===== config.mk =====
export PLATFORM = sky130hd
export DESIGN_NAME = preemptive_priority_job_scheduler_core
export DESIGN_NICKNAME = d
export VERILOG_FILES = /design/src/rtl/core/ppjs_pkg.sv /design/src/rtl/core/ppjs_cell.sv /design/src/rtl/core/ppjs_chain.sv /design/src/rtl/core/preemptive_priority_job_scheduler_core.sv
export SDC_FILE = /design/constraint.sdc
export NUM_CORES = 2
export LEC_CHECK = 0
export BUFFER_PORTS_ARGS = -buffer_cell sky130_fd_sc_hd__buf_2
export CORE_ASPECT_RATIO = 0.5
export CORE_MARGIN = 1
export CORE_UTILIZATION = 60
export CTS_BUF_LIST = sky130_fd_sc_hd__clkbuf_8
export CTS_CLUSTER_SIZE = 25
export DETAILED_ROUTE_END_ITERATION = 10
export PLACE_DENSITY = 0.76
export SYNTH_ARGS = -nofsm -noshare
export SYNTH_HDL_FRONTEND = slang
export SYNTH_SLANG_ARGS = --single-unit

===== constraint.sdc =====
create_clock -name clk -period 13.2 [get_ports clk]
set_input_delay 2.64 -clock clk [delete_from_list [all_inputs] [get_ports clk]]
set_output_delay 2.64 -clock clk [all_outputs]
set_load 0.05 [all_outputs]

===== src/rtl/core/ppjs_pkg.sv =====
// shared types and constants for the priority job scheduler
`timescale 1ns / 1ps

package ppjs_pkg;

  localparam int ID_W        = 16;
  localparam int TIME_W      = 48;
  localparam int SVC_W       = 32;
  localparam int MAX_RESULTS = 16;
  localparam int RESULT_W    = $clog2(MAX_RESULTS + 1);

  typedef struct packed {
    logic [ID_W-1:0]  id;
    logic [SVC_W-1:0] rem;
  } entry_t;

  // queue operation for one cycle, at most one of pop, ins, charge is set
  typedef struct packed {
    logic             pop;
    logic             ins;
    logic             charge;
    entry_t           new_entry;
    logic [SVC_W-1:0] charge_rem;
  } cmd_t;

endpackage


===== src/rtl/core/ppjs_cell.sv =====
// one slot of the sorted job chain
`timescale 1ns / 1ps

module ppjs_cell (
  input  logic              clk,
  input  ppjs_pkg::cmd_t    cmd,
  input  logic              charge_en,
  input  logic              occ,
  input  logic              prev_gt,
  input  ppjs_pkg::entry_t  prev_entry,
  input  ppjs_pkg::entry_t  next_entry,
  output ppjs_pkg::entry_t  entry,
  output logic              gt
);

  // empty slots count as greater so the new job lands after the last occupied one
  assign gt = !occ || (entry.id > cmd.new_entry.id);

  always_ff @(posedge clk) begin
    if (cmd.pop) begin
      entry <= next_entry;
    end else if (cmd.ins && gt) begin
      if (prev_gt) begin
        entry <= prev_entry;
      end else begin
        entry <= cmd.new_entry;
      end
    end else if (cmd.charge && charge_en) begin
      entry.rem <= cmd.charge_rem;
    end
  end

endmodule


===== src/rtl/core/ppjs_chain.sv =====
// row of cells holding pending jobs sorted by id, best job in cell 0
`timescale 1ns / 1ps

module ppjs_chain #(
  parameter int DEPTH = 16
) (
  input  logic                         clk,
  input  ppjs_pkg::cmd_t               cmd,
  input  logic [$clog2(DEPTH+1)-1:0]   count,
  output ppjs_pkg::entry_t             head
);

  localparam int CW = $clog2(DEPTH + 1);

  ppjs_pkg::entry_t entry_w [DEPTH];
  logic             gt_w    [DEPTH];

  for (genvar i = 0; i < DEPTH; i++) begin : g_cell
    logic             occ;
    logic             p_gt;
    ppjs_pkg::entry_t p_entry;
    ppjs_pkg::entry_t n_entry;

    assign occ = (count > CW'(i));

    if (i == 0) begin : g_first
      assign p_gt    = 1'b0;
      assign p_entry = '0;
    end else begin : g_mid
      assign p_gt    = gt_w[i-1];
      assign p_entry = entry_w[i-1];
    end

    if (i == DEPTH - 1) begin : g_last
      assign n_entry = '0;
    end else begin : g_inner
      assign n_entry = entry_w[i+1];
    end

    ppjs_cell u_cell (
      .clk        (clk),
      .cmd        (cmd),
      .charge_en  (i == 0),
      .occ        (occ),
      .prev_gt    (p_gt),
      .prev_entry (p_entry),
      .next_entry (n_entry),
      .entry      (entry_w[i]),
      .gt         (gt_w[i])
    );
  end

  assign head = entry_w[0];

endmodule


===== src/rtl/core/preemptive_priority_job_scheduler_core.sv =====
// preemptive priority job scheduler: sequencer, result staging and job chain
//
//  channel | handshake             | payload
//  --------+-----------------------+----------------------------------------------------
//  in      | in_valid / in_ready   | job_id, arrival_time, service_time, final_arrival
//  out     | out_valid / out_ready | done_job_id, finish_time, overflow, last_of_run
//
// an arrival passes idle, insert and finish on an empty queue, idle, complete, insert and
// finish otherwise, and drain before finish when final; complete and drain repeat for each
// completed or drained job, a dropped job needs no extra step, and a step that emits waits
// while the output side stalls. the sequencer handles one head pop or one sorted insert of
// the cell chain per cycle unless the output side stalls; each result is staged until the
// next result or the finish step moves it out, so the last one can carry last_of_run.
// in_ready is high only between arrivals; reset (rst, synchronous) empties the queue and clears the time.

`timescale 1ns / 1ps

module preemptive_priority_job_scheduler_core #(
  parameter int QUEUE_DEPTH = 16
) (
  input  logic        clk,
  input  logic        rst,
  input  logic        in_valid,
  output logic        in_ready,
  input  logic [15:0] job_id,
  input  logic [47:0] arrival_time,
  input  logic [31:0] service_time,
  input  logic        final_arrival,
  output logic        out_valid,
  input  logic        out_ready,
  output logic [15:0] done_job_id,
  output logic [47:0] finish_time,
  output logic        overflow,
  output logic        last_of_run
);

  localparam int CW = $clog2(QUEUE_DEPTH + 1);
  localparam int NW = ppjs_pkg::RESULT_W;
  localparam int TW = ppjs_pkg::TIME_W;
  localparam logic [NW-1:0] N_MAX  = NW'(ppjs_pkg::MAX_RESULTS);
  localparam logic [CW-1:0] Q_FULL = CW'(QUEUE_DEPTH);

  typedef enum logic [4:0] {
    S_IDLE     = 5'b00001,
    S_COMPLETE = 5'b00010,
    S_INSERT   = 5'b00100,
    S_DRAIN    = 5'b01000,
    S_FINISH   = 5'b10000
  } state_t;

  state_t           state, state_next;
  logic [CW-1:0]    pend_count, pend_count_next;
  logic [TW-1:0]    cur, cur_next;
  logic [TW-1:0]    delta, delta_next;
  logic [NW-1:0]    n_res, n_res_next;
  logic             arr_later, arr_later_next;
  logic [15:0]      nid;
  logic [47:0]      narr;
  logic [31:0]      nsvc;
  logic             nfin;

  logic             hold_valid, hold_valid_next;
  logic [15:0]      hold_id;
  logic [47:0]      hold_fin;
  logic             hold_ovf;

  ppjs_pkg::cmd_t   cmd;
  ppjs_pkg::entry_t head;

  logic             emit, emit_ok, flush, out_load;
  logic [15:0]      emit_id;
  logic [47:0]      emit_fin;
  logic             emit_ovf;
  logic [TW:0]      sum;
  logic [TW-1:0]    cur_sat;
  logic             head_done;

  ppjs_chain #(
    .DEPTH (QUEUE_DEPTH)
  ) u_chain (
    .clk   (clk),
    .cmd   (cmd),
    .count (pend_count),
    .head  (head)
  );

  assign in_ready  = (state == S_IDLE);
  assign sum       = {1'b0, cur} + (TW+1)'(head.rem);
  assign cur_sat   = sum[TW] ? {TW{1'b1}} : sum[TW-1:0];
  assign head_done = (pend_count != '0) && ({16'b0, head.rem} <= delta);
  // a new result may enter staging only if the staged one can move on
  assign emit_ok   = !hold_valid || !out_valid || out_ready;
  assign out_load  = (emit && hold_valid) || flush;

  always_comb begin
    state_next      = state;
    pend_count_next = pend_count;
    cur_next        = cur;
    delta_next      = delta;
    n_res_next      = n_res;
    arr_later_next  = arr_later;
    hold_valid_next = hold_valid;
    cmd             = '0;
    cmd.new_entry   = '{id: nid, rem: nsvc};
    cmd.charge_rem  = head.rem - delta[31:0];
    emit            = 1'b0;
    emit_id         = head.id;
    emit_fin        = cur_sat;
    emit_ovf        = 1'b0;
    flush           = 1'b0;
    case (state)
      S_IDLE: begin
        if (in_valid) begin
          n_res_next = '0;
          if (pend_count == '0) begin
            cur_next   = arrival_time;
            state_next = S_INSERT;
          end else begin
            arr_later_next = arrival_time > cur;
            delta_next     = (arrival_time > cur) ? arrival_time - cur : '0;
            state_next     = S_COMPLETE;
          end
        end
      end
      S_COMPLETE: begin
        if (head_done) begin
          if (n_res == N_MAX) begin
            // result limit: time stays at the last finish
            state_next = S_INSERT;
          end else if (emit_ok) begin
            emit            = 1'b1;
            cmd.pop         = 1'b1;
            pend_count_next = pend_count - CW'(1);
            delta_next      = delta - TW'(head.rem);
            cur_next        = cur_sat;
            n_res_next      = n_res + NW'(1);
          end
        end else begin
          cmd.charge = (pend_count != '0);
          if (arr_later) begin
            cur_next = narr;
          end
          state_next = S_INSERT;
        end
      end
      S_INSERT: begin
        if (pend_count < Q_FULL) begin
          cmd.ins         = 1'b1;
          pend_count_next = pend_count + CW'(1);
          state_next      = nfin ? S_DRAIN : S_FINISH;
        end else if (n_res < N_MAX) begin
          if (emit_ok) begin
            emit       = 1'b1;
            emit_id    = nid;
            emit_fin   = '0;
            emit_ovf   = 1'b1;
            n_res_next = n_res + NW'(1);
            state_next = nfin ? S_DRAIN : S_FINISH;
          end
        end else begin
          state_next = nfin ? S_DRAIN : S_FINISH;
        end
      end
      S_DRAIN: begin
        if ((pend_count != '0) && (n_res < N_MAX)) begin
          if (emit_ok) begin
            emit            = 1'b1;
            cmd.pop         = 1'b1;
            pend_count_next = pend_count - CW'(1);
            cur_next        = cur_sat;
            n_res_next      = n_res + NW'(1);
          end
        end else begin
          state_next = S_FINISH;
        end
      end
      S_FINISH: begin
        if (!hold_valid) begin
          state_next = S_IDLE;
        end else if (!out_valid || out_ready) begin
          flush           = 1'b1;
          hold_valid_next = 1'b0;
          state_next      = S_IDLE;
        end
      end
      default: begin
        state_next = S_IDLE;
      end
    endcase
    if (emit) begin
      hold_valid_next = 1'b1;
    end
  end

  always_ff @(posedge clk) begin
    if (rst) begin
      state      <= S_IDLE;
      pend_count <= '0;
      cur        <= '0;
      hold_valid <= 1'b0;
      out_valid  <= 1'b0;
    end else begin
      state      <= state_next;
      pend_count <= pend_count_next;
      cur        <= cur_next;
      hold_valid <= hold_valid_next;
      if (out_load) begin
        out_valid <= 1'b1;
      end else if (out_ready) begin
        out_valid <= 1'b0;
      end
    end
  end

  always_ff @(posedge clk) begin
    delta     <= delta_next;
    n_res     <= n_res_next;
    arr_later <= arr_later_next;
    if (in_valid && in_ready) begin
      nid  <= job_id;
      narr <= arrival_time;
      nsvc <= service_time;
      nfin <= final_arrival;
    end
    if (emit) begin
      hold_id  <= emit_id;
      hold_fin <= emit_fin;
      hold_ovf <= emit_ovf;
    end
    if (out_load) begin
      done_job_id <= hold_id;
      finish_time <= hold_fin;
      overflow    <= hold_ovf;
      last_of_run <= flush;
    end
  end

  a_idle_nothing_staged : assert property (@(posedge clk) disable iff (rst)
    (state == S_IDLE) |-> !hold_valid)
    else $error("result still staged while waiting for an arrival");

  a_count_bound : assert property (@(posedge clk) disable iff (rst)
    pend_count <= Q_FULL)
    else $error("pending count beyond queue depth");

  a_pop_nonempty : assert property (@(posedge clk) disable iff (rst)
    cmd.pop |-> (pend_count != '0))
    else $error("pop from an empty queue");

  a_result_limit : assert property (@(posedge clk) disable iff (rst)
    emit |-> (n_res < N_MAX))
    else $error("too many results for one transaction");

endmodule


* Word-level counts from Yosys, hierarchy flattened
Index checks and enable logic that the tools add are counted.
** Storage, ports and cells
- Flip-flop bits (word level) :: 1110
- Bits in latches :: 0
- Memory bits (writable) :: 0
- Bits in read-only memories :: 0
- Bits of input ports :: 101
- Output and inout port bits :: 68
- Word-level logic and storage cells :: 337
- Memories kept :: 0
** Operators by class
- Add/subtract/negate cells :: 7
- $mul :: 0
- Divide/modulo/power cells :: 0
- Order comparisons :: 36
- Equal/unequal tests :: 22
- Shifts and indexed selects :: 0
- Muxes and demuxes :: 132
- Bitwise operators :: 1
- Reductions and logical operators :: 88
** Operators by type and width (number)
- two-way mux 48 bit :: 48
- two-way mux 32 bit :: 16
- two-way mux 16 bit :: 19
- > comparator 16 bit :: 16
- one-hot mux 48 bit (3 select lines) :: 1
- two-way mux 5 bit :: 22
- one-hot mux 48 bit (2 select lines) :: 1
- adder 48 x 32 -> 49 bit :: 1
- > comparator 48 bit :: 1
- less-or-equal comparator 32 x 48 -> 1 bit :: 1
- subtractor 48 x 32 -> 48 bit :: 1
- subtractor 48 bit :: 1
- > comparator 5 x 4 -> 1 bit (second input constant) :: 8
- nonzero test 2 bit :: 18
- subtractor 32 bit :: 1
- one-hot mux 5 bit (5 select lines) :: 1
- > comparator 5 x 3 -> 1 bit (second input constant) :: 4
- logical AND 1 bit :: 20
- logical OR 1 bit :: 20
- != test 2 bit (second input constant) :: 10
- one-hot mux 5 bit (4 select lines) :: 1
- two-way mux 1 bit :: 19
- zero test 1 bit :: 18
- one-hot mux 5 bit (3 select lines) :: 1
- other kinds (25) :: 37

* Longest topological paths before layout
- Depth in word-level cells :: 10
- Mapped depth :: 17

* Modules after synthesis
Synthesis repeated with hierarchy kept, for this count alone.
** Second synthesis, totals
- Cell total of the unflattened synthesis :: 7124
- Area, all modules :: 74416.4 um^2
** By module, submodules not included
- ppjs_cell at u_chain.g_cell[0].u_cell ... :: times used 15, cells an instance 307, area an instance 3279.4 um^2, sequential area each 1441.4 um^2
- preemptive_priority_job_scheduler_core :: times used 1, cells an instance 2216, area an instance 21725.8 um^2, sequential area each 9669.3 um^2
- ppjs_cell at u_chain.g_cell[13].u_cell :: times used 1, cells an instance 274, area an instance 3349.5 um^2, sequential area each 1441.4 um^2
- ppjs_chain :: times used 1, cells an instance 29, area an instance 150.1 um^2, sequential area each 0.0 um^2

* Worst setup path before layout
No wires, ideal clock.
- Path type :: input to register
- Start point :: input out_ready
- End point :: register done_job_id[0] (enable)
- Library setup time :: 0.429 ns
- Arrival :: 6.371 ns
- Required time :: 12.771 ns
- Path slack :: 6.400 ns
- Cell stages on the path :: 5
- Path through :: nor2b_1 > nand2_1 > clkbuf_1 > o21a_1 > o21a_1
** Between the ends
- Cells in the longest elaborated chain, start to end :: 7
- Elaborated cells on any way between the ends :: 14
- Classes of those cells :: 10 x mux; 4 x reduce/logical
** RTL lines
- start: declaration :: line preemptive_priority_job_scheduler_core.sv:30 : input logic out_ready,
- logical OR 1 bit (*) :: line preemptive_priority_job_scheduler_core.sv:92 : assign emit_ok = !hold_valid || !out_valid || out_ready;
- two-way mux 1 bit (*) :: line preemptive_priority_job_scheduler_core.sv:130, preemptive_priority_job_scheduler_core.sv:152, preemptive_priority_job_scheduler_core.sv:166
- two-way mux 1 bit (on tied branches) :: line preemptive_priority_job_scheduler_core.sv:151, preemptive_priority_job_scheduler_core.sv:127
- two-way mux 1 bit (on tied branches) :: line preemptive_priority_job_scheduler_core.sv:147, preemptive_priority_job_scheduler_core.sv:126
- one-hot mux 1 bit (3 select lines) (*) :: line preemptive_priority_job_scheduler_core.sv:111 : case (state)
- via emit :: line preemptive_priority_job_scheduler_core.sv:70 : logic emit, emit_ok, flush, out_load;
- logical AND 1 bit (*) :: line preemptive_priority_job_scheduler_core.sv:93 : assign out_load = (emit && hold_valid) || flush;
- logical OR 1 bit (*) :: line preemptive_priority_job_scheduler_core.sv:93
- via out_load :: line preemptive_priority_job_scheduler_core.sv:70
- end signal: assignment :: line preemptive_priority_job_scheduler_core.sv:231 : done_job_id <= hold_id;
- end: declaration :: line preemptive_priority_job_scheduler_core.sv:31 : output logic [15:0] done_job_id,
The timed path passes the listed nets; every way through them passes the cells marked *.
A chain may end at the register's enable or synchronous reset.

* Final worst setup path
- Start point :: register u_chain.g_cell[0].u_cell.entry[9] (netlist name)
- End point :: register u_chain.g_cell[11].u_cell.entry[30] (netlist name) (enable)
** Between the ends
- Cells in the longest elaborated chain, start to end :: 5
** RTL lines
- start: declaration :: line ppjs_cell.sv:12 : output ppjs_pkg::entry_t entry,
- start signal: assignment :: line ppjs_cell.sv:21 : entry <= next_entry;
- start signal: assignment :: line ppjs_cell.sv:24 : entry <= prev_entry;
- start signal: assignment :: line ppjs_cell.sv:26 : entry <= cmd.new_entry;
- less-or-equal comparator 32 x 48 -> 1 bit :: line preemptive_priority_job_scheduler_core.sv:90 : assign head_done = (pend_count != '0) && ({16'b0, head.rem} <= delta);
- logical AND 1 bit :: line preemptive_priority_job_scheduler_core.sv:90
- two-way mux 1 bit :: line preemptive_priority_job_scheduler_core.sv:126 : if (head_done) begin
- one-hot mux 1 bit (2 select lines) :: line preemptive_priority_job_scheduler_core.sv:111
- nonzero test 2 bit (no line)
- end signal: assignment :: line ppjs_cell.sv:21
- end signal: assignment :: line ppjs_cell.sv:24
- end signal: assignment :: line ppjs_cell.sv:26
- end: declaration :: line ppjs_cell.sv:12
No other way between the ends.

==> impl_metrics.toml <==
[global_route]
grt_overflow = 0
antenna_found_initial = 5
grt_pass1_vias = 50800
grt_max_degree = 260
grt.total_usage_pct = 35.9
grt_pass1_wl_mm = 316

[worst_setup_path]
crit_type = "reg -> reg"
cp-start-kind = "flip-flop"
crit_arrival_ps = 6630
worst-r2r-setup-slack_ps = 6940
r2r_cells = 11
path_max_fanout = 72
crit_path_end_kind = "flip-flop"
startpoint = "u_chain.g_cell[0].u_cell.entry[9]"
cp.required_ps = 13570
rr_startpoint = "u_chain.g_cell[0].u_cell.entry[9]"
r2r-end = "u_chain.g_cell[11].u_cell.entry[30]"

[sta]
hold_violations = 0
rsz0062_at_grt = "no"
final_max_slew_viol_count = 0
finalSetupTns_ps = 0
period_share_pct = 47.4
fmax_ghz = 0.160
setup_viol = 0
period_needed_ps = 6260
tightest_slew_ps = 1240
skew_ps = 70.5
maxSlewHeadroom_pct = 16.3

[die]
die_area_sq_mm = 0.115
rows = 86
die_w_microns = 479
ioPinCount = 169
core-area_sq_mm = 0.111
initial_core_util_pct = 61.2
die_h_microns = 240

[run]
cap_violations = 0

[detailed_routing]
num_vias = 55200
wl_per_cell_microns = 25.4
drt_iter0_drc = 8168
met1_length_mm = 93.6
wl_met2_mm = 84.4
via_per_inst = 6.65
top_layer_used = "met5"
route.met3.wl_mm = 25.9
drt.antenna.violating_nets = 0
drc = 0
first_pass_iters = 9
wl_mm = 211

[power]
p_comb_share_pct = 41.7
p_sw_uw = 6070
p_leak_uw = 0.0276
p_clk_share_pct = 20.2
power.density_mw_per_mm2 = 199
switching_share_pct = 41.9
power_uw = 14500
p_int_uw = 8420
vdd_drop_max_mv = 0.157
seq_power_share_pct = 38.2

[finish]
drive_above_1_share_pct = 9.87
final_nets = 7186
final_cells = 8307
syn2layout_area_growth_pct = 6.82
most-common-layout-cells = "edfxtp_1, nand2_1, o21ai_0"
mostFrequentLayoutCell = "edfxtp_1"

[placement]
dp.cells = 8007
routabilityCongestion = 0.993
dp_hpwl_mm = 151
port_buffers = 168

[clock_network]
cts_resized = 0
cts_sinks = 1110
post-cts-setup-buffers = 0
clk_latency_ps = 930
cts.path.max_buffers = 3
cts_buffers = 162
ctsHoldBuffers = 0
root_buffer = "clkbuf_8"
path_clk_slew_ps = 70
cts_max_level = 4
cts_tree = "built"

[synthesis]
synth-edff-count = 1002
syn_inst = 6759
syn_nets = 7270
yosys_warnings = 0
synth_seq_area_share_pct = 47.3
syn_avg_cell_area_sq_um = 10.1
ys_types = 87
synthArstFlopShare_pct = 0
synthFlopType = "edfxtp_1"
synth-seq-cells = 1110
mappedNetlistArea_sq_mm = 0.0682

[worst_hold_path]
min_path_cells = 0
hold_class = "reg -> reg"
min_from = "hold_fin[24]"
worstHoldEndpoint = "finish_time[24]"

[outcome]
status = "complete, no violations"
## synthesized netlist by cell type, types with 72 or more instances
| cell type | instances | area share [%] |
|---|---|---|
| inv_1 | 183 | 1.0 |
| clkbuf_1 | 385 | 2.1 |
| nand2_1 | 815 | 4.5 |
| ha_1 | 406 | 7.5 |
| xor2_1 | 72 | 0.93 |
| a21oi_1 | 327 | 2.4 |
| o21ai_0 | 784 | 5.8 |
| mux2i_1 | 588 | 8.6 |
| a31oi_1 | 135 | 1.2 |
| nor3_1 | 97 | 0.71 |
| nand4_1 | 79 | 0.73 |
| edfxtp_1 | 1002 | 44 |
| nor2_1 | 428 | 2.4 |
| dfxtp_1 | 108 | 3.2 |
| a21o_1 | 147 | 1.6 |
| nand3_1 | 228 | 1.7 |
## state kept, by name, indices dropped and copies added, names as in the netlist, 32 cells and up
signal                       flops
narr                            48
finish_time                     48
hold_fin                        48
cur                             48
nsvc                            32
delta                           48
u_chain.g_cell.u_cell.entry    768
## worst max-delay path by stage
stage / slack, ps / cells after the start / end
2_1_floorplan: 6400 / 5 / done_job_id[0]
3_3_place_gp: 6640 / 14 / delta[47]
3_5_place_dp: 6470 / 14 / delta[42]
4_1_cts: 7000 / 11 / u_chain.g_cell[11].u_cell.entry[23]
5_1_grt: 6510 / 11 / u_chain.g_cell[13].u_cell.entry[13]
6_report: 6940 / 11 / u_chain.g_cell[11].u_cell.entry[30]
## area by class of cell
class	instances	area, sq um
multi-input combinational	4967	33200
clock buffer	185	2550
fill	8837	38600
antenna	2	5.00
inverter	184	693
tap	1496	1870
timing repair buffer	250	1510
clock inverter	113	738
sequential	1110	32300
## per-stage QoR
stage                     setup slack, ps  util, %  hold slack (ps)  area (sq um)
after floorplan                      6400        -              400         68200
after global placement               6640     62.4              401         69500
after detailed placement             6470     62.4              405         69500
after CTS                            7000     65.4              418         72800
after global routing                 6510     65.4              418         72800
final                                6940     65.4              417         72800
## critical path, cell delays in order, from the launching register on
cell and delay, ps:
edfxtp_1 600, ha_1 580, a21o_1 260, a221oi_1 420, a21boi_0 250, or4b_4 580
a21oi_4 390, o31ai_2 120, buf_4 180, nand2_4 450, buf_4 830, nand2_2 950
## cell families after synthesis
| logic type | Yosys count | synth area share (%) |
|---|---|---|
| fa+ha+maj | 410 | 7.57 |
| xor+xnor | 139 | 1.79 |
| buf+inv | 682 | 4.45 |
| compound gates | 1905 | 17.4 |
| mux | 605 | 8.92 |
| flops | 1110 | 47.3 |
| simple gates | 1908 | 12.5 |
## power groups by stage
stage,clock (uW),sequential (uW),combinational (uW)
after detailed placement,0,5540,5890
after global placement,0,5520,5750
after CTS,2930,5480,5910
after global routing,3080,5560,6490
final,2920,5530,6040
after floorplan,0,5160,4260
## layer usage
metal / up-vias / global-route usage [%]
met4: 4 / 13.0
li1: 25000 / -
met5: - / 0
met1: 26400 / 55.0
met2: 3481 / 49.4
met3: 388 / 7.60
(Power assumes the default switching activity.)
